[src/lcau_pkg.sv]
package lcau_pkg;

    localparam int MAX_CLUSTERS = 64;
    localparam int COUNT_BITS   = 16;

    localparam int IDX_W      = $clog2(MAX_CLUSTERS);
    localparam int USED_W     = $clog2(MAX_CLUSTERS + 1);
    localparam int CRD_W      = 16;
    localparam int SUM_W      = 32;
    localparam int SQ_W       = 32;
    localparam int DIST_W     = 34;
    localparam int RAD_W      = 16;
    localparam int RAD2_W     = 2 * RAD_W;
    localparam int CFG_IDX_W  = 2;
    localparam int DIV_STEP_W = $clog2(SUM_W);

    // item kinds
    localparam logic [1:0] KIND_POINT = 2'd0;
    localparam logic [1:0] KIND_PASS  = 2'd1;
    localparam logic [1:0] KIND_CLEAR = 2'd2;

    // point outcomes
    localparam logic [1:0] OUT_AVERAGED = 2'd0;
    localparam logic [1:0] OUT_COUNTED  = 2'd1;
    localparam logic [1:0] OUT_NEW      = 2'd2;
    localparam logic [1:0] OUT_FULL     = 2'd3;

    // configuration register indexes
    localparam logic [CFG_IDX_W-1:0] CFG_CUTOFF  = 2'd0;
    localparam logic [CFG_IDX_W-1:0] CFG_EXCLUDE = 2'd1;
    localparam logic [CFG_IDX_W-1:0] CFG_DRIFT   = 2'd2;
    localparam logic [CFG_IDX_W-1:0] CFG_TOL     = 2'd3;

    localparam logic [COUNT_BITS-1:0] CNT_MAX = {COUNT_BITS{1'b1}};

    typedef enum logic [3:0] {
        ST_IDLE,
        ST_SCAN,
        ST_DRAIN,
        ST_DECIDE,
        ST_UPDATE,
        ST_PASS_ENTRY,
        ST_PASS_DIV,
        ST_PASS_MOVE,
        ST_DONE
    } t_state;

    typedef enum logic [1:0] {
        ACT_AVERAGE,
        ACT_COUNT,
        ACT_OPEN
    } t_action;

    typedef struct packed {
        logic signed [CRD_W-1:0]  cx;
        logic signed [CRD_W-1:0]  cy;
        logic signed [CRD_W-1:0]  cz;
        logic signed [SUM_W-1:0]  sx;
        logic signed [SUM_W-1:0]  sy;
        logic signed [SUM_W-1:0]  sz;
        logic [COUNT_BITS-1:0]    mcnt;
        logic [COUNT_BITS-1:0]    acnt;
    } t_entry;

    typedef struct packed {
        logic                     valid;
        logic [IDX_W-1:0]         tag;
        logic signed [CRD_W-1:0]  ax;
        logic signed [CRD_W-1:0]  ay;
        logic signed [CRD_W-1:0]  az;
        logic signed [CRD_W-1:0]  bx;
        logic signed [CRD_W-1:0]  by;
        logic signed [CRD_W-1:0]  bz;
    } t_dist_req;

    typedef struct packed {
        logic                     valid;
        logic                     busy;
        logic [IDX_W-1:0]         tag;
        logic [DIST_W-1:0]        dsq;
    } t_dist_rsp;

endpackage

[src/lcau_dist.sv]
module lcau_dist import lcau_pkg::*; (
    input  logic      i_clk,
    input  logic      i_rst_n,
    input  t_dist_req i_req,
    output t_dist_rsp o_rsp
);

    logic signed [CRD_W:0]  w_dx, w_dy, w_dz;
    logic signed [DIST_W-1:0] w_px, w_py, w_pz;

    logic              r_s1_valid;
    logic [IDX_W-1:0]  r_s1_tag;
    logic [SQ_W-1:0]   r_sqx, r_sqy, r_sqz;
    logic              r_s2_valid;
    logic [IDX_W-1:0]  r_s2_tag;
    logic [DIST_W-1:0] r_dist;

    always_comb begin
        w_dx = {i_req.ax[CRD_W-1], i_req.ax} - {i_req.bx[CRD_W-1], i_req.bx};
        w_dy = {i_req.ay[CRD_W-1], i_req.ay} - {i_req.by[CRD_W-1], i_req.by};
        w_dz = {i_req.az[CRD_W-1], i_req.az} - {i_req.bz[CRD_W-1], i_req.bz};
        w_px = w_dx * w_dx;
        w_py = w_dy * w_dy;
        w_pz = w_dz * w_dz;
    end

    // stage 1: squares, stage 2: sum
    always_ff @(posedge i_clk) begin
        if (!i_rst_n) begin
            r_s1_valid <= 1'b0;
            r_s2_valid <= 1'b0;
        end else begin
            r_s1_valid <= i_req.valid;
            r_s2_valid <= r_s1_valid;
        end
        r_s1_tag <= i_req.tag;
        r_sqx    <= w_px[SQ_W-1:0];
        r_sqy    <= w_py[SQ_W-1:0];
        r_sqz    <= w_pz[SQ_W-1:0];
        r_s2_tag <= r_s1_tag;
        r_dist   <= DIST_W'(r_sqx) + DIST_W'(r_sqy) + DIST_W'(r_sqz);
    end

    assign o_rsp.valid = r_s2_valid;
    assign o_rsp.busy  = r_s1_valid | r_s2_valid;
    assign o_rsp.tag   = r_s2_tag;
    assign o_rsp.dsq   = r_dist;

endmodule

[config.mk]
export PLATFORM = sky130hd
export DESIGN_NAME = lcau_dist
export DESIGN_NICKNAME = d
export VERILOG_FILES = /design/src/lcau_pkg.sv /design/src/lcau_dist.sv
export SDC_FILE = /design/constraint.sdc
export NUM_CORES = 2
export LEC_CHECK = 0
export BUFFER_PORTS_ARGS = -buffer_cell sky130_fd_sc_hd__buf_4
export CAP_MARGIN = 20
export CORE_MARGIN = 2
export CORE_UTILIZATION = 65
export DETAILED_ROUTE_END_ITERATION = 7
export GPL_ROUTABILITY_DRIVEN = 0
export MAX_ROUTING_LAYER = met4
export PLACE_DENSITY = 0.8
export SYNTH_ARGS = -nofsm -noshare
export SYNTH_HDL_FRONTEND = slang
export SYNTH_SLANG_ARGS = --single-unit
[constraint.sdc]
create_clock -name i_clk -period 11.4 [get_ports i_clk]
set_clock_uncertainty 0.1 [all_clocks]
set_input_delay 2.28 -clock i_clk [delete_from_list [all_inputs] [get_ports i_clk]]
set_output_delay 2.28 -clock i_clk [all_outputs]
set_load 0.05 [all_outputs]
* Word level (Yosys, flattened, before mapping)
Index checks and enable logic that the tools add are counted.
** Cells by class
- Multipliers :: 3
- Add/subtract/negate cells :: 5
- Bitwise operators :: 1
** Operators with widths (count)
- $mul 17x17->32 :: 3
- $sub 16x16->17 :: 3
- $add 33x32->34 :: 1
- $add 32x32->33 :: 1
- $or 1x1->1 :: 1
** Word-level totals
- Output and inout bits :: 42
- Input port bits :: 105
- Word-level logic and storage cells :: 17
- Bits in registers :: 144

* Logic depth before layout (Yosys ltp)
- Word-level depth :: 2
- Depth in mapped cells :: 36
- Depth with buffers taken out :: 35

* Worst setup path after synthesis
Ideal clock, no wire load.
- Path kind :: input-to-reg
- From :: in i_req[64] (netlist name)
- To :: reg r_sqy[31]
- Stages on the path :: 34
- Buffers on the path :: 1
- Library setup time :: 0.129 ns
- Required time :: 11.171 ns
- Arrival time :: 9.769 ns
- Setup slack :: 1.401 ns
- Path through :: inv_1 > ha_1 > fa_1 > nor2b_1 > o31a_1 > o211ai_2 > a31oi_1 > o21ai_0 > a21boi_0 > o21ai_0 > a21o_1 > inv_1 > clkbuf_1 > nor2_1 > fa_1 > inv_1 > fa_1 > inv_1 > fa_1 > fa_1 > fa_1 > inv_1 > fa_1 > inv_1 > ha_1 > a21o_1 > a21o_1 > a221oi_1 > o41ai_2 > o31ai_1 > o21ai_1 > nor4_1 > o41ai_1 > xnor2_1
** Between the ends
- Longest elaborated chain between the ends :: 2
** Ends and longest elaborated chain
- from (decl) :: line lcau_dist.sv:4 : input t_dist_req i_req,
- $sub 16x16->17 :: line lcau_dist.sv:20 : w_dy = {i_req.ay[CRD_W-1], i_req.ay} - {i_req.by[CRD_W-1], i_req.by};
- $mul 17x17->32 :: line lcau_dist.sv:23 : w_py = w_dy * w_dy;
- named net w_py[31] :: line lcau_dist.sv:9 : logic signed [DIST_W-1:0] w_px, w_py, w_pz;
- to (signal assigned) :: line lcau_dist.sv:38 : r_sqy <= w_py[SQ_W-1:0];
- to (decl) :: line lcau_dist.sv:13 : logic [SQ_W-1:0] r_sqx, r_sqy, r_sqz;
The timed path passes the listed nets, and every way through them passes these cells.
A chain may end at the register's enable or synchronous reset.

* Final worst setup path
- From :: in i_req[32] (netlist name)
- To :: reg r_sqx[31]
** Between the ends
- Longest elaborated chain between the ends :: 2
** Ends and longest elaborated chain
- $sub 16x16->17 :: line lcau_dist.sv:19 : w_dx = {i_req.ax[CRD_W-1], i_req.ax} - {i_req.bx[CRD_W-1], i_req.bx};
- $mul 17x17->32 :: line lcau_dist.sv:22 : w_px = w_dx * w_dx;
- named net w_px[31] :: line lcau_dist.sv:9
- to (signal assigned) :: line lcau_dist.sv:37 : r_sqx <= w_px[SQ_W-1:0];
- to (decl) :: line lcau_dist.sv:13
The timed path passes the listed nets, and every way through them passes these cells.

==> results.ini <==
[synthesis]
ys_seq_area_share_pct = 8.12
ys_seq_elements = 141
synthCells = 3757
ys.warnings.count = 0
avgSynthCellArea_um2 = 9.25
async_flop_share_pct = 0
synth_ff_type = dfxtp_1
syn-cell-area_um2 = 34700
synthDistinctLibCells = 79
synth_edf_count = 0

[placed_design]
dp_hpwl_mm = 65.5
numPortBuffers = 146

[cts]
cts-hold-fix-buffers = 0
path_clk_slew_ns = 0.06
cts_tree = built
cts_post_setup_buffers_inserted = 0
cts.htree.levels = 4
cts_buffer_depth = 2
clock_latency_ns = 0.41
cts_root_buf = clkbuf_16
cts_made_buffers = 17
cts_resized = 0
cts_sinks = 141

[setup_path]
critPathLaunch = i_req[32]
crit_required_ns = 11.62
crit_path_end_kind = flip-flop
ff2ff_path_depth = 11
cpMostUsedCell = fa_1
startpoint_type = primary input
reg2reg_to = r_dist[33]$_DFF_P_
crit_fanout = 10
cp_slowest_cell = xnor2_1
worstPathArrival_ns = 10.95
crit_end = r_sqx[31]$_DFF_P_
crit_type = primary input to flip-flop
timing.rr.start = r_sqy[9]$_DFF_P_
critPathMaxStageDelay_ns = 0.75
worst-r2r-setup-slack_ns = 7.66

[routing]
route.detailed.drc = 0
drt-pass1-iter-count = 6
drtAntennaViolNets = 0
drt_iter0_markers = 1693
routed_via_density = 5.49
vias = 25300
routedWlPerCell_um = 16.4
drt-total-wl_mm = 75.5

[sta]
min_period_over_period_pct = 94.1
maxSlewHeadroom_pct = 35.3
hold-worst-slack_ns = 0.228
hold_viol = 0
setup_viol = 0
slew_violations = 0
min_period_ns = 10.73
grt_setup_unrepaired = no
fin_setup_tns_ns = 0
tightest_slew_ns = 0.963
clock.fmax_mhz = 93.2

[floorplan]
die-width_um = 235
dieHeight_um = 235
dieArea_um2 = 55300
initial_core_util_pct = 66.0
core_um2 = 52700
num_rows = 84
ioPinCount = 147

[layout]
multiInputGateArea_um2 = 27700
syn2layout_area_growth_pct = 7.68
nFillCells = 3985
nNetsFinal = 5137
drive_gt1_share_pct = 7.03
diodes = 0
register_area_um2 = 2820

[status]
status = finished clean

[global_route]
grt_overflow = 0
grt_pass1_wl_mm = 130
grt_pass1_vias = 27100
gr-usage-all-layers_pct = 29.7
grt_max_degree = 21
grt_antenna_before_repair = 0

[min_path]
hold_class = flip-flop to flip-flop

[flow_run]
maxCapViolCount = 0

## layout make-up
class	instances	area share [%]
Multi-Input combinational cell	2497	74.0
Sequential cell	141	7.54
Clock buffer	18	1.17
Clock inverter	14	0.328
Tap cell	688	2.30
Timing Repair Buffer	202	4.05
Inverter	1052	10.6
## sequential cells by signal, summed over array words and instances, names as in the netlist
register and count:
r_s2_valid 1, r_s1_tag 6, r_sqz 31, r_sqy 31, r_dist 34, r_sqx 31
r_s2_tag 6, r_s1_valid 1
## worst max-delay path: cells and delay by family
kind / cells / cell delay [ns]
fa+ha+maj: 9 / 3.87
simple gates: 3 / 0.53
xor+xnor: 2 / 1.01
buf+inv: 8 / 0.73
compound gates: 11 / 2.51
## through the flow
| step | worst slack (ns) | instances | utilization, % | instance area [um^2] |
|---|---|---|---|---|
| after floorplan | 1.40 | 3759 | - | 34800 |
| after global placement | 0.713 | 4580 | 70.0 | 36900 |
| after detailed placement | 0.454 | 4580 | 70.0 | 36900 |
| after CTS | 0.850 | 4612 | 71.1 | 37400 |
| after global routing | 0.171 | 4612 | 71.1 | 37400 |
| final | 0.669 | 4612 | 71.1 | 37400 |
## cell usage in the layout (no fill, tap or decap), types with 11 or more instances in the layout
cell / n
a211oi_1: 11
a21o_1: 57
a21oi_1: 102
buf_4: 202
clkbuf_16: 17
dfxtp_1: 141
fa_1: 806
ha_1: 315
inv_1: 1036
inv_2: 12
nand2_1: 275
nand2b_1: 24
nand3_1: 19
nor2_1: 354
nor2b_1: 24
nor3_1: 33
o21a_1: 34
o21ai_0: 70
o21bai_1: 15
or2_2: 11
or3_1: 11
xnor2_1: 143
xor2_1: 41
## cells by family (layout without fill, tap and decap cells)
group | count (synthesis) | count (layout) | synth area share, %
adders and majority gates | 1121 | 1121 | 57.8
buffers and inverters | 1121 | 1286 | 12.2
and+or+nand+nor | 801 | 801 | 9.83
AOI/OAI and AO/OA | 387 | 387 | 7.42
xor gates and xnor gates | 184 | 184 | 4.64
DFF | 141 | 141 | 8.12
other | 1 | 3 | 0.0108
muxes | 1 | 1 | 0.0288
## worst min path at each step
| stage | slack [ns] | depth (start not counted) | startpoint | end |
|---|---|---|---|---|
| after floorplan | 0.21 | 0 | r_s1_tag[0]$_DFF_P_ | r_s2_tag[0]$_DFF_P_ |
| after global placement | 0.21 | 0 | r_s1_tag[1]$_DFF_P_ | r_s2_tag[1]$_DFF_P_ |
| after detailed placement | 0.21 | 0 | r_s1_tag[1]$_DFF_P_ | r_s2_tag[1]$_DFF_P_ |
| after CTS | 0.23 | 0 | r_s1_tag[1]$_DFF_P_ | r_s2_tag[1]$_DFF_P_ |
| after global routing | 0.23 | 0 | r_s1_tag[5]$_DFF_P_ | r_s2_tag[5]$_DFF_P_ |
| final | 0.23 | 0 | r_s1_tag[5]$_DFF_P_ | r_s2_tag[5]$_DFF_P_ |
## Yosys cell counts, types with 7 or more instances
master | n | area (um^2)
inv_1 | 1036 | 3890
fa_1 | 806 | 16100
nor2_1 | 354 | 1330
ha_1 | 315 | 3940
nand2_1 | 275 | 1030
xnor2_1 | 143 | 1250
dfxtp_1 | 141 | 2820
a21oi_1 | 102 | 510
o21ai_0 | 70 | 350
clkbuf_1 | 59 | 221
a21o_1 | 57 | 428
xor2_1 | 41 | 359
o21a_1 | 34 | 255
nor3_1 | 33 | 165
nand2b_1 | 24 | 150
nor2b_1 | 24 | 150
nand3_1 | 19 | 95.1
o21bai_1 | 15 | 113
inv_2 | 12 | 45.0
a211oi_1 | 11 | 82.6
or2_2 | 11 | 68.8
or3_1 | 11 | 68.8
and2_1 | 10 | 62.6
nand4_1 | 10 | 62.6
and3_1 | 9 | 56.3
o31ai_1 | 9 | 67.6
a21boi_0 | 8 | 60.1
a31oi_1 | 8 | 50.1
o211ai_1 | 7 | 52.6
## per-layer routing
metal  GRT usage, %  vias up  wire [um]
met1           38.7    12700      30600
met2           49.9      923      37600
met4           7.74        0       2330
met5              -        -          0
met3           3.39      187       5050
li1               -    11500          -
Power is not shown: default switching activity piles up to over one toggle a cycle in this logic, so the estimate is an artifact.
