==> config.mk <==
export PLATFORM = sky130hd
export DESIGN_NAME = lcau_cell
export DESIGN_NICKNAME = d
export VERILOG_FILES = /design/src/lcau_pkg.sv /design/src/lcau_cell.sv
export SDC_FILE = /design/constraint.sdc
export NUM_CORES = 1
export LEC_CHECK = 0
export BUFFER_PORTS_ARGS = -buffer_cell sky130_fd_sc_hd__buf_2
export CAP_MARGIN = 0
export CORE_AREA = 10 10 134 136
export CTS_BUF_LIST = sky130_fd_sc_hd__clkbuf_8
export CTS_CLUSTER_SIZE = 12
export DETAILED_ROUTE_END_ITERATION = 8
export DIE_AREA = 0 0 144 146
export GPL_ROUTABILITY_DRIVEN = 1
export PLACE_DENSITY = 0.68
export SYNTH_ARGS = -nofsm -noshare
export SYNTH_HDL_FRONTEND = slang
export SYNTH_SLANG_ARGS = --single-unit
==> constraint.sdc <==
create_clock -name i_clk -period 0.9 [get_ports i_clk]
set_input_delay 0.045 -clock i_clk [delete_from_list [all_inputs] [get_ports i_clk]]
set_output_delay 0.045 -clock i_clk [all_outputs]
set_load 0.05 [all_outputs]
==> src/lcau_pkg.sv <==
package lcau_pkg;

    localparam int MAX_CLUSTERS = 64;
    localparam int COUNT_BITS   = 16;

    localparam int IDX_W      = $clog2(MAX_CLUSTERS);
    localparam int USED_W     = $clog2(MAX_CLUSTERS + 1);
    localparam int CRD_W      = 16;
    localparam int SUM_W      = 32;
    localparam int SQ_W       = 32;
    localparam int DIST_W     = 34;
    localparam int RAD_W      = 16;
    localparam int RAD2_W     = 2 * RAD_W;
    localparam int CFG_IDX_W  = 2;
    localparam int DIV_STEP_W = $clog2(SUM_W);

    // item kinds
    localparam logic [1:0] KIND_POINT = 2'd0;
    localparam logic [1:0] KIND_PASS  = 2'd1;
    localparam logic [1:0] KIND_CLEAR = 2'd2;

    // point outcomes
    localparam logic [1:0] OUT_AVERAGED = 2'd0;
    localparam logic [1:0] OUT_COUNTED  = 2'd1;
    localparam logic [1:0] OUT_NEW      = 2'd2;
    localparam logic [1:0] OUT_FULL     = 2'd3;

    // configuration register indexes
    localparam logic [CFG_IDX_W-1:0] CFG_CUTOFF  = 2'd0;
    localparam logic [CFG_IDX_W-1:0] CFG_EXCLUDE = 2'd1;
    localparam logic [CFG_IDX_W-1:0] CFG_DRIFT   = 2'd2;
    localparam logic [CFG_IDX_W-1:0] CFG_TOL     = 2'd3;

    localparam logic [COUNT_BITS-1:0] CNT_MAX = {COUNT_BITS{1'b1}};

    typedef enum logic [3:0] {
        ST_IDLE,
        ST_SCAN,
        ST_DRAIN,
        ST_DECIDE,
        ST_UPDATE,
        ST_PASS_ENTRY,
        ST_PASS_DIV,
        ST_PASS_MOVE,
        ST_DONE
    } t_state;

    typedef enum logic [1:0] {
        ACT_AVERAGE,
        ACT_COUNT,
        ACT_OPEN
    } t_action;

    typedef struct packed {
        logic signed [CRD_W-1:0]  cx;
        logic signed [CRD_W-1:0]  cy;
        logic signed [CRD_W-1:0]  cz;
        logic signed [SUM_W-1:0]  sx;
        logic signed [SUM_W-1:0]  sy;
        logic signed [SUM_W-1:0]  sz;
        logic [COUNT_BITS-1:0]    mcnt;
        logic [COUNT_BITS-1:0]    acnt;
    } t_entry;

    typedef struct packed {
        logic                     valid;
        logic [IDX_W-1:0]         tag;
        logic signed [CRD_W-1:0]  ax;
        logic signed [CRD_W-1:0]  ay;
        logic signed [CRD_W-1:0]  az;
        logic signed [CRD_W-1:0]  bx;
        logic signed [CRD_W-1:0]  by;
        logic signed [CRD_W-1:0]  bz;
    } t_dist_req;

    typedef struct packed {
        logic                     valid;
        logic                     busy;
        logic [IDX_W-1:0]         tag;
        logic [DIST_W-1:0]        dsq;
    } t_dist_rsp;

endpackage

==> src/lcau_cell.sv <==
module lcau_cell import lcau_pkg::*; (
    input  logic   i_clk,
    input  logic   i_shift,
    input  t_entry i_entry,
    output t_entry o_entry
);

    t_entry r_entry;

    // one ring stage, takes its neighbor's entry on every shift
    always_ff @(posedge i_clk) begin
        if (i_shift) begin
            r_entry <= i_entry;
        end
    end

    assign o_entry = r_entry;

endmodule

==> results of run 1 <==
==> cells by family after synthesis <==
group,synth area share
flops,1.000
==> metrics by stage <==
step	area [µm²]	instances	util	worst slack, ns	hold slack [ns]
2_1_floorplan	5285	176	-	0.2544	0.1439
3_3_place_gp	7391	730	0.4774	0.05185	0.2214
3_5_place_dp	7391	730	0.4774	0.02868	0.2231
==> results by group, run 1 <==
Clocking
  – Max clock buf depth: 2
  – Cts repair resizes: 352
  – Cts bufs inserted: 17
  – Root buf cell: clkbuf_8
  – H-tree Lvls: 4
  – Clock Sink Count: around 180
  – Hold buffer count at cts: 153
  – Setup Buffers After CTS: 0

Die
  – Die width: around 140 µm
  – Io pins: roughly 350
  – Die Y: about 150 µm
  – Initial Util: 0.3414
  – Core Rows: 46

Run status
  – Fail Step: clock tree synthesis (4_1_cts)
  – Status: did not finish
  – Err: [ERROR RSZ-0060] Max buffer count reached.

Yosys
  – Post-synthesis cell area: between 0.005 and 0.006 mm²
  – Synth async-reset ratio: 0
  – Synth Warn #: 0
  – Syn Nets: ~350
  – Synth top cells by count: edfxtp_1
  – Ys flop type: edfxtp_1
  – Cell types occupying the most area after synthesis: edfxtp_1
  – Seq cells post-synth: about 180
  – Post-synthesis sequential area ratio: 1.000
  – EDFF count, synth: roughly 180
  – Avg Inst Size Synth: ~30 µm²
  – Area share of the largest cell type after synthesis: 1.000
  – Cells after Synth: around 180
  – Count leader, synth: edfxtp_1
  – Count of unique library cells instantiated by Yosys: 1
  – Post-synth top area cell: edfxtp_1

Place
  – Port-buffer cells: ~350
  – Placer congestion estimate: between 0.7 and 0.8
  – HPWL after detailed placement: between 10000 and 15000 µm
==> run 2, diff against run 1 <==
CORE_AREA = 10 10 174 176   (was 10 10 134 136)
CTS_BUF_LIST = default   (was sky130_fd_sc_hd__clkbuf_8)
CTS_CLUSTER_SIZE = default   (was 12)
DIE_AREA = 0 0 184 186   (was 0 0 144 146)
PLACE_DENSITY = default   (was 0.68)
PLACE_DENSITY_LB_ADDON = 0.15   (was default)
==> run 2 against run 1 <==
  * The flow now finishes, with violations (negative setup slack)
  * Synthesized cell count is the same
  * Synthesized area is the same
==> results by group, run 2 <==
Run status
  – Status: complete, but fails checks
  – Violated checks: negative setup slack

STA
  – RSZ-0062 raised after global routing: true
  – Final Max Slew Viols: 0
  – Min cycle time layout: between 1 and 1.5 ns
  – Slew HR: 0.8663
  – Fin. Hold Viols: 0
  – Setup WS post-layout: -0.1620 ns
  – Upper clock frequency limit: 0.9416 GHz
  – Final period util: 1.180
  – Worst Tran Pin Value: around 0.20 ns
  – Final setup fails: 176
  – Final hold slack: between 0.1 and 0.15 ns
  – Setup TNS: -20.63 ns

Layout
  – Max reg flops: roughly 180
  – Fin area: around 0.011 mm²
  – Commonest cells after routing, fill and taps aside: buf_6, dlygate4sd3_1, buf_2, edfxtp_1, clkbuf_16
  – Final cell count without fillers: about 1100
  – Most common cell after layout, fill and taps aside: buf_6
  – Final net count: slightly above 900
  – Multi-input gate area: 0 µm²
  – P&R area growth vs syn: 109.0%
  – Fraction of layout instances using a drive strength above 1: 0.5267
  – Post-layout util: 0.4134
  – Register area: roughly 0.0053 mm²
  – Fillers: 2445
  – #MultiIn Comb: 0

Route
  – Iter 0 DRT Violations: ~120
  – Final wirelength: a little under 20000 µm
  – Via count: 3926
  – Vias/cell: 3.595
  – DR DRC count: 0
  – Post-DRT Antenna Nets: 0
  – Avg WL per Cell: 17.80 µm
  – First drt pass iteration count: 4

Setup path
  – CP top delay family: flip-flops
  – Biggest cell delay along the critical path: approximately 0.42 ns
  – Worst path depth: 1
  – Critical-path cell list: buf_6
  – CP bufs+invs: 1
  – Crit Path Max Fanout: 1
  – CP max-delay cell: edfxtp_1
  – Crit. Startpoint: o_entry[0]
  – Worst EP arrival: just over 1 ns
  – Worst path required time: around 0.85 ns
  – Worst Setup End Kind: output port
  – Critical path class: reg2out
  – CP Launch Type: register

Worst hold path
  – HP Class: in2reg
  – Hold Path End: o_entry[57]
  – Worst hold path startpoint: i_shift
  – Hold path depth: 2

Global route
  – First-pass GRT wire length: between 20000 and 30000 µm
  – Initial antenna violation count: 1
  – Vias in the first global route: approximately 4700
  – Gr ovfl total: 0
  – Largest net degree at the start of global routing: 36
  – Total Routing Usage GR: 0.1108

Power and ir drop
  – Switch share: 0.2952
  – Lkg Pwr: between 4 and 5 nW
  – Total power: roughly 22 mW
  – Max VDD drop: approximately 0.99 mV
  – PD cells: between 2000 and 2500 mW/mm²
  – Sequential power share: 0.455
  – Clock power share: 0.322
  – Cell-internal power: roughly 16 mW
  – Psw: 6.536 mW
  – Comb pwr share: 0.224

Clocking
  – Root buf cell: clkbuf_16
  – Max clock buf depth: 2 (unchanged)
  – H-tree Lvls: 4 (unchanged)
  – CTS tree: built
  – Cts bufs inserted: 17 (unchanged)
  – Clk slew on worst S/H paths: about 0.070 ns
  – Clock Sink Count: 176 (unchanged)

Die
  – Io pins: 354 (unchanged)
  – Die Y: 186 µm (+27%)
  – Die width: 184 µm (+28%)
  – Core footprint: 0.02673 mm²
  – Core Rows: 60 (+30%)
  – Initial Util: 0.1978 (-0.1436)
  – Die Area: 0.03422 mm²

Yosys
  – Xor-xnor portion of the synthesized cell area: 0 (unchanged)
  – Area share of the largest cell type after synthesis: 1.000 (unchanged)
  – Simple-gate portion of the synthesized area: 0 (unchanged)
  – Synth async-reset ratio: 0 (unchanged)
  – Adder-Cell Fraction of Synth Area: 0 (unchanged)
  – Seq cells post-synth: 176 (unchanged)
  – Compound-Gate Fraction of Synth Area: 0 (unchanged)
  – Count leader, synth: edfxtp_1
  – Ys flop type: edfxtp_1
  – Cell types occupying the most area after synthesis: edfxtp_1
  – EDFF count, synth: 176 (unchanged)
  – Multiplexer share of the synthesized area: 0 (unchanged)
  – Cells after Synth: 176 (unchanged)
  – Syn Nets: 354 (unchanged)
  – Post-synth top area cell: edfxtp_1
  – Post-synthesis cell area: 0.005285 mm² (unchanged)
  – Post-synthesis sequential area ratio: 1.000 (unchanged)
  – Avg Inst Size Synth: 30.03 µm² (unchanged)
  – Synth Warn #: 0 (unchanged)
  – Synth top cells by count: edfxtp_1
  – Count of unique library cells instantiated by Yosys: 1 (unchanged)

Place
  – Cell Area, Placed: 0.007620 mm² (+3.1%)
  – HPWL after detailed placement: 14220 µm (+13%)
  – Port-buffer cells: 353 (unchanged)
  – Placer congestion estimate: 0.7317 (-1.6%)
  – Dpl ws: 0.04387 ns (+0.01519 ns)
  – Placed cell count: 883 (+21%)

Run
  – Max-capacitance violation count: 0
run 2: power by group through the flow:
stage | registers, mW | logic (mW) | clock network [mW]
detailed placement | 10.1 | 3.63 | 0
global route | 10.1 | 5.14 | 7.78
floorplan | 12.4 | 0 | 0
CTS | 10.1 | 4.99 | 7.39
global placement | 10.1 | 3.62 | 0
finish | 10.1 | 4.95 | 7.13
run 2: how the worst max path moves through the flow:
stage	endpoint	slack (ns)
after global routing	o_entry[59]	-0.22
after floorplan	o_entry[0]	0.25
final	o_entry[0]	-0.16
after detailed placement	o_entry[34]	0.04
after CTS	o_entry[0]	-0.20
after global placement	o_entry[34]	0.05
run 2: layout make-up:
type,instances,area share
sequential,176,0.4784
timing repair buffer,542,0.4318
clock buffer,19,0.03918
tap,341,0.03862
clock inverter,13,0.01178
antenna,1,0.0002265
run 2: routing by layer:
| metal | vias to the layer above | GRT usage | routed length [µm] |
|---|---|---|---|
| met5 | - | 0 | 0 |
| met4 | 0 | 0.03835 | 324 |
| met3 | 15 | 0.05674 | 2118 |
| met2 | 206 | 0.1971 | 10360 |
| met1 | 1862 | 0.1085 | 6642 |
| li1 | 1843 | - | - |
run 2: cell families after synthesis:
logic type  after synthesis
flip-flops              176
run 2: what timing repair did:
item                                    4_1_cts  5_1_grt
resized for setup                           352        0
endpoints found under the setup margin      176      176
hold buffers                                176        0
endpoints found under the hold margin       176        0
buffers inserted                              0        0
(Power assumes the default switching activity.)
==> run 3, diff against run 2 <==
--- a/config.mk
+++ b/config.mk
@@ -7,2 +7,3 @@
 export LEC_CHECK = 0
+export ABC_CLOCK_PERIOD_IN_PS = 900
 export BUFFER_PORTS_ARGS = -buffer_cell sky130_fd_sc_hd__buf_2
@@ -13,2 +14,3 @@
 export GPL_ROUTABILITY_DRIVEN = 1
+export MAX_ROUTING_LAYER = met4
 export PLACE_DENSITY_LB_ADDON = 0.15
==> constraint.sdc (replaced) <==
create_clock -name i_clk -period 0.9 [get_ports i_clk]
set_input_delay 0.135 -clock i_clk [delete_from_list [all_inputs] [get_ports i_clk]]
set_output_delay 0.135 -clock i_clk [all_outputs]
set_load 0.05 [all_outputs]
==> run 3 against run 2 <==
  * The run still ends with negative setup slack left
  * Design area is essentially flat
  * Count of clock-buffer cells in the layout grew 1
  * First-iteration DRC count grew 18%
  * Core utilization is essentially flat
  * Routed wire length shrank 1.9%
  * Via count shrank 0.69%
==> results by group, run 3 (synthesis results as in run 2) <==
Run status
  – Status: complete, but fails checks
  – Violated checks: negative setup slack

Die
  – Io pins: 354 (unchanged)
  – Die Y: 186 µm (unchanged)
  – Die width: 184 µm (unchanged)
  – Initial Util: 0.1978 (unchanged)
  – Die Area: 0.03422 mm² (unchanged)
  – Core Rows: 60 (unchanged)
  – Core footprint: 0.02673 mm² (unchanged)

Setup path
  – Critical-path cell list: buf_6
  – Worst EP arrival: 1.01 ns (about the same)
  – CP Launch Type: register
  – Critical path class: reg2out
  – Worst path required time: 0.76 ns (-0.09 ns)
  – CP bufs+invs: 1 (unchanged)
  – CP max-delay cell: edfxtp_1
  – CP top delay family: flip-flops
  – Crit Path Max Fanout: 1 (unchanged)
  – Biggest cell delay along the critical path: 0.42 ns (about the same)
  – Worst Setup End Kind: output port

Global route
  – Total Routing Usage GR: 0.1088 (-0.001926)
  – Gr ovfl total: 0 (unchanged)
  – Initial antenna violation count: 3 (+2)
  – Vias in the first global route: 4708 (-0.085%)
  – First-pass GRT wire length: 27180 µm (-4.2%)
  – Largest net degree at the start of global routing: 36 (unchanged)

STA
  – Upper clock frequency limit: 0.8726 GHz (-7.3%)
  – Fin. Hold Viols: 0 (unchanged)
  – RSZ-0062 raised after global routing: true
  – Slew HR: 0.8593 (-0.006977)
  – Final Max Slew Viols: 0 (unchanged)
  – Final setup fails: 176 (unchanged)
  – Min cycle time layout: 1.146 ns (+0.08396 ns)
  – Setup WS post-layout: -0.2460 ns (-0.08396 ns)
  – Final period util: 1.273 (+0.09329)
  – Worst Tran Pin Value: 0.2110 ns (+0.01047 ns)

Layout
  – #MultiIn Comb: 0 (unchanged)
  – Most common cell after layout, fill and taps aside: buf_6
  – Multi-input gate area: 0 µm² (unchanged)
  – Fraction of layout instances using a drive strength above 1: 0.5260 (-0.0006320)
  – Post-layout util: 0.4132 (about the same)
  – Commonest cells after routing, fill and taps aside: buf_6, dlygate4sd3_1, buf_2, edfxtp_1, clkbuf_16
  – P&R area growth vs syn: 109.0% (about the same)
  – Max reg flops: 176 (unchanged)
  – Fin area: 0.01104 mm² (about the same)
  – Final net count: 914 (-0.11%)

Clocking
  – Setup Buffers After CTS: 0 (unchanged)
  – CTS tree: built
  – Max clock buf depth: 2 (unchanged)
  – Clk slew on worst S/H paths: 0.07 ns (about the same)
  – Cts bufs inserted: 17 (unchanged)
  – Root buf cell: clkbuf_16
  – H-tree Lvls: 4 (unchanged)
  – Clock Sink Count: 176 (unchanged)

Route
  – Avg WL per Cell: 17.46 µm (-2.0%)
  – First drt pass iteration count: 4 (unchanged)
  – Via count: 3899 (-0.69%)
  – Vias/cell: 3.567 (-0.78%)
  – Post-DRT Antenna Nets: 0 (unchanged)
  – Iter 0 DRT Violations: 146 (+18%)
  – Final wirelength: 19080 µm (-1.9%)
  – DR DRC count: 0 (unchanged)

Place
  – HPWL after detailed placement: 14200 µm (-0.13%)
  – Placer congestion estimate: 0.7368 (+0.70%)
  – Port-buffer cells: 353 (unchanged)
  – Cell Area, Placed: 0.007612 mm² (about the same)
  – Dpl ws: -0.04457 ns (-0.08844 ns)

Power and ir drop
  – Switch share: 0.2933 (-0.001960)
  – Sequential power share: 0.456 (about the same)
  – Lkg Pwr: 4.557 nW (about the same)
  – Max VDD drop: 0.8151 mV (-18%)
  – Psw: 6.479 mW (-0.88%)
  – Cell-internal power: 15.61 mW (about the same)
  – Clock power share: 0.321 (about the same)
  – PD cells: 2000 mW/mm² (-0.18%)
  – Comb pwr share: 0.224 (about the same)

Worst hold path
  – HP Class: in2reg

Run
  – Max-capacitance violation count: 0 (unchanged)
-- run 3: layout make-up --
cell class / count / area (µm²)
clock buffer: 20 / 436.7
clock inverter: 12 / 125.1
antenna: 3 / 7.507
fill: 2429 / 15680
tap: 341 / 426.7
sequential: 176 / 5285
timing repair buffer: 541 / 4763
-- run 3: timing repair --
item | CTS | global route
gates cloned | 0 | 0
hold buffers | 176 | 0
setup endpoints to repair | 176 | 176
gates resized for setup | 352 | 0
pin swaps | 0 | 0
hold endpoints to repair | 176 | 0
-- run 3: per-stage QoR --
stage,TNS [ns],hold slack [ns],std cells,power [mW]
floorplan,0,0.2339,176,12.37
global route,-45.15,0.2195,1093,22.94
global placement,-1.704,0.3121,882,13.69
CTS,-41.72,0.2215,1090,22.45
detailed placement,-3.096,0.3131,882,13.70
finish,-35.71,0.2425,1093,22.09
-- run 3: final timing paths --
path | start | to | slack (ns) | depth (start not counted)
setup / recovery | o_entry[0] | o_entry[0] | -0.25 | 1
hold / removal | i_shift | o_entry[167] | 0.24 | 2
-- run 3: power by group through the flow --
stage / Clock [mW] / Combinational [mW] / Sequential (mW)
final: 7.09 / 4.94 / 10.1
after global routing: 7.70 / 5.11 / 10.1
after CTS: 7.39 / 4.98 / 10.1
after detailed placement: 0 / 3.62 / 10.1
after global placement: 0 / 3.62 / 10.1
after floorplan: 0 / 0 / 12.4
-- run 3: per-layer routing --
metal	vias up	track usage	routed length (µm)	share of wire
met5	-	-	0	0
met4	0	0.03573	254	0.013
met3	12	0.04621	1767	0.093
met2	197	0.1839	9928	0.52
met1	1841	0.1127	7130	0.37
li1	1849	-	-	-
==> run 4, diff against run 3 <==
CELL_PAD_IN_SITES_DETAIL_PLACEMENT = 2   (was default)
CELL_PAD_IN_SITES_GLOBAL_PLACEMENT = 2   (was default)
==> run 4 against run 3 <==
  * The flow still finishes with violations (negative setup slack)
  * Via count up 2.4%
  * Sequential power about the same
  * Clock power up 2%
  * Power up 1.0%
  * Worst setup slack worse by 0.028 ns
==> results by group, run 4 (synthesis results as in run 2) <==
Layout
  – Final net count: 913 (-0.11%)
  – Post-layout util: 0.4142 (+0.0009360)
  – Fin area: 0.01107 mm² (+0.23%)
  – Commonest cells after routing, fill and taps aside: buf_6, dlygate4sd3_1, buf_2, edfxtp_1, clkbuf_16
  – P&R area growth vs syn: 109.4%
  – Most common cell after layout, fill and taps aside: buf_6
  – Fraction of layout instances using a drive strength above 1: 0.5254 (-0.0006336)
  – #MultiIn Comb: 0 (unchanged)
  – Multi-input gate area: 0 µm² (unchanged)
  – Final cell count without fillers: 1090 (-0.27%)
  – Max reg flops: 176 (unchanged)

Route
  – DR DRC count: 0 (unchanged)
  – Avg WL per Cell: 20.36 µm (+17%)
  – Final wirelength: 22190 µm (+16%)
  – Iter 0 DRT Violations: 155 (+6.2%)
  – Post-DRT Antenna Nets: 0 (unchanged)
  – First drt pass iteration count: 4 (unchanged)
  – Via count: 3991 (+2.4%)
  – Vias/cell: 3.661 (+2.6%)

STA
  – Final Max Slew Viols: 0 (unchanged)
  – Min cycle time layout: 1.174 ns (+0.02770 ns)
  – Upper clock frequency limit: 0.8520 GHz (-2.4%)
  – Fin. Hold Viols: 0 (unchanged)
  – Worst Tran Pin Value: 0.2346 ns (+0.02359 ns)
  – RSZ-0062 raised after global routing: true
  – Final period util: 1.304 (+0.03077)
  – Final setup fails: 176 (unchanged)
  – Slew HR: 0.8436 (-0.01572)
  – Setup WS post-layout: -0.2737 ns (-0.02770 ns)

Place
  – Placed cell count: 881 (-0.11%)
  – Port-buffer cells: 353 (unchanged)
  – HPWL after detailed placement: 15620 µm (+10%)
  – Placer congestion estimate: 0.6993 (-5.1%)
  – Cell Area, Placed: 0.007642 mm² (+0.39%)
  – Dpl ws: -0.06530 ns (-0.02073 ns)

Run status
  – Violated checks: negative setup slack
  – Status: complete, but fails checks

Power and ir drop
  – Clock power share: 0.324 (+0.003)
  – Psw: 6.686 mW (+3.2%)
  – PD cells: 2016 mW/mm² (+0.80%)
  – Lkg Pwr: 4.566 nW (+0.21%)
  – Comb pwr share: 0.225 (about the same)
  – Max VDD drop: 1.088 mV (+33%)
  – Cell-internal power: 15.64 mW (+0.14%)
  – Total power: 22.32 mW (+1.0%)
  – Switch share: 0.2995 (+0.006259)
  – Sequential power share: 0.451 (-0.005)

Worst hold path
  – Hold path depth: 2 (unchanged)
  – HP Class: in2reg

Setup path
  – CP top delay family: flip-flops
  – Critical path class: reg2out
  – Crit Path Max Fanout: 1 (unchanged)
  – Worst path depth: 1 (unchanged)
  – Worst EP arrival: 1.04 ns (+0.03 ns)
  – Worst path required time: 0.76 ns (about the same)
  – CP bufs+invs: 1 (unchanged)
  – CP max-delay cell: edfxtp_1
  – CP Launch Type: register
  – Worst Setup End Kind: output port
  – Critical-path cell list: buf_6
  – Biggest cell delay along the critical path: 0.43 ns (about the same)

Global route
  – Total Routing Usage GR: 0.1300 (+0.02112)
  – Initial antenna violation count: 1 (-2)
  – First-pass GRT wire length: 31710 µm (+17%)
  – Largest net degree at the start of global routing: 34 (-5.6%)
  – Vias in the first global route: 4960 (+5.4%)
  – Gr ovfl total: 0 (unchanged)

Die
  – Core Rows: 60 (unchanged)
  – Io pins: 354 (unchanged)
  – Core footprint: 0.02673 mm² (unchanged)
  – Die width: 184 µm (unchanged)
  – Die Area: 0.03422 mm² (unchanged)
  – Die Y: 186 µm (unchanged)
  – Initial Util: 0.1978 (unchanged)

Clocking
  – Cts bufs inserted: 17 (unchanged)
  – Root buf cell: clkbuf_16
  – Clock Sink Count: 176 (unchanged)
  – Clk slew on worst S/H paths: 0.07 ns (about the same)
  – CTS tree: built
  – Max clock buf depth: 2 (unchanged)
  – H-tree Lvls: 4 (unchanged)

Run
  – Max-capacitance violation count: 0 (unchanged)
-- run 4: power by group through the flow --
stage	Combinational (mW)	Sequential [mW]	Clock (mW)
after floorplan	0	12.4	0
after global placement	3.65	10.0	0
after detailed placement	3.68	10.1	0
after CTS	5.06	10.1	7.44
after global routing	5.22	10.1	7.82
final	5.02	10.1	7.23
-- run 4: path summary, 6_finish.rpt --
| check | start | to | slack (ns) |
|---|---|---|---|
| worst min-delay path | i_shift | o_entry[33] | 0.20 |
| worst max-delay path | o_entry[108] | o_entry[108] | -0.27 |
-- run 4: per-stage QoR --
step	hold WS [ns]	TNS, ns
3_5_place_dp	0.3134	-5.504
3_3_place_gp	0.3117	-4.175
5_1_grt	0.1994	-45.38
4_1_cts	0.1991	-42.31
2_1_floorplan	0.2339	0
6_report	0.2045	-37.47
-- run 4: cell type report --
class,count,area [µm²]
tap,341,426.7
clock inverter,12,125.1
antenna,1,2.502
sequential,176,5285
fill,2577,15660
clock buffer,20,436.7
timing repair buffer,540,4793
-- run 4: repair_timing --
action	CTS	global route
hold buffers	176	0
gates resized for setup	352	0
endpoints found under the hold margin	176	0
setup buffers	0	0
setup endpoints to repair	176	176
-- run 4: per-layer routing --
| metal | GRT usage | part of all wire | vias to the layer above |
|---|---|---|---|
| met2 | 0.2368 | 0.55 | 202 |
| li1 | - | - | 1842 |
| met4 | 0.03802 | 0.011 | 0 |
| met3 | 0.05284 | 0.090 | 13 |
| met1 | 0.1236 | 0.35 | 1934 |
| met5 | - | 0 | - |
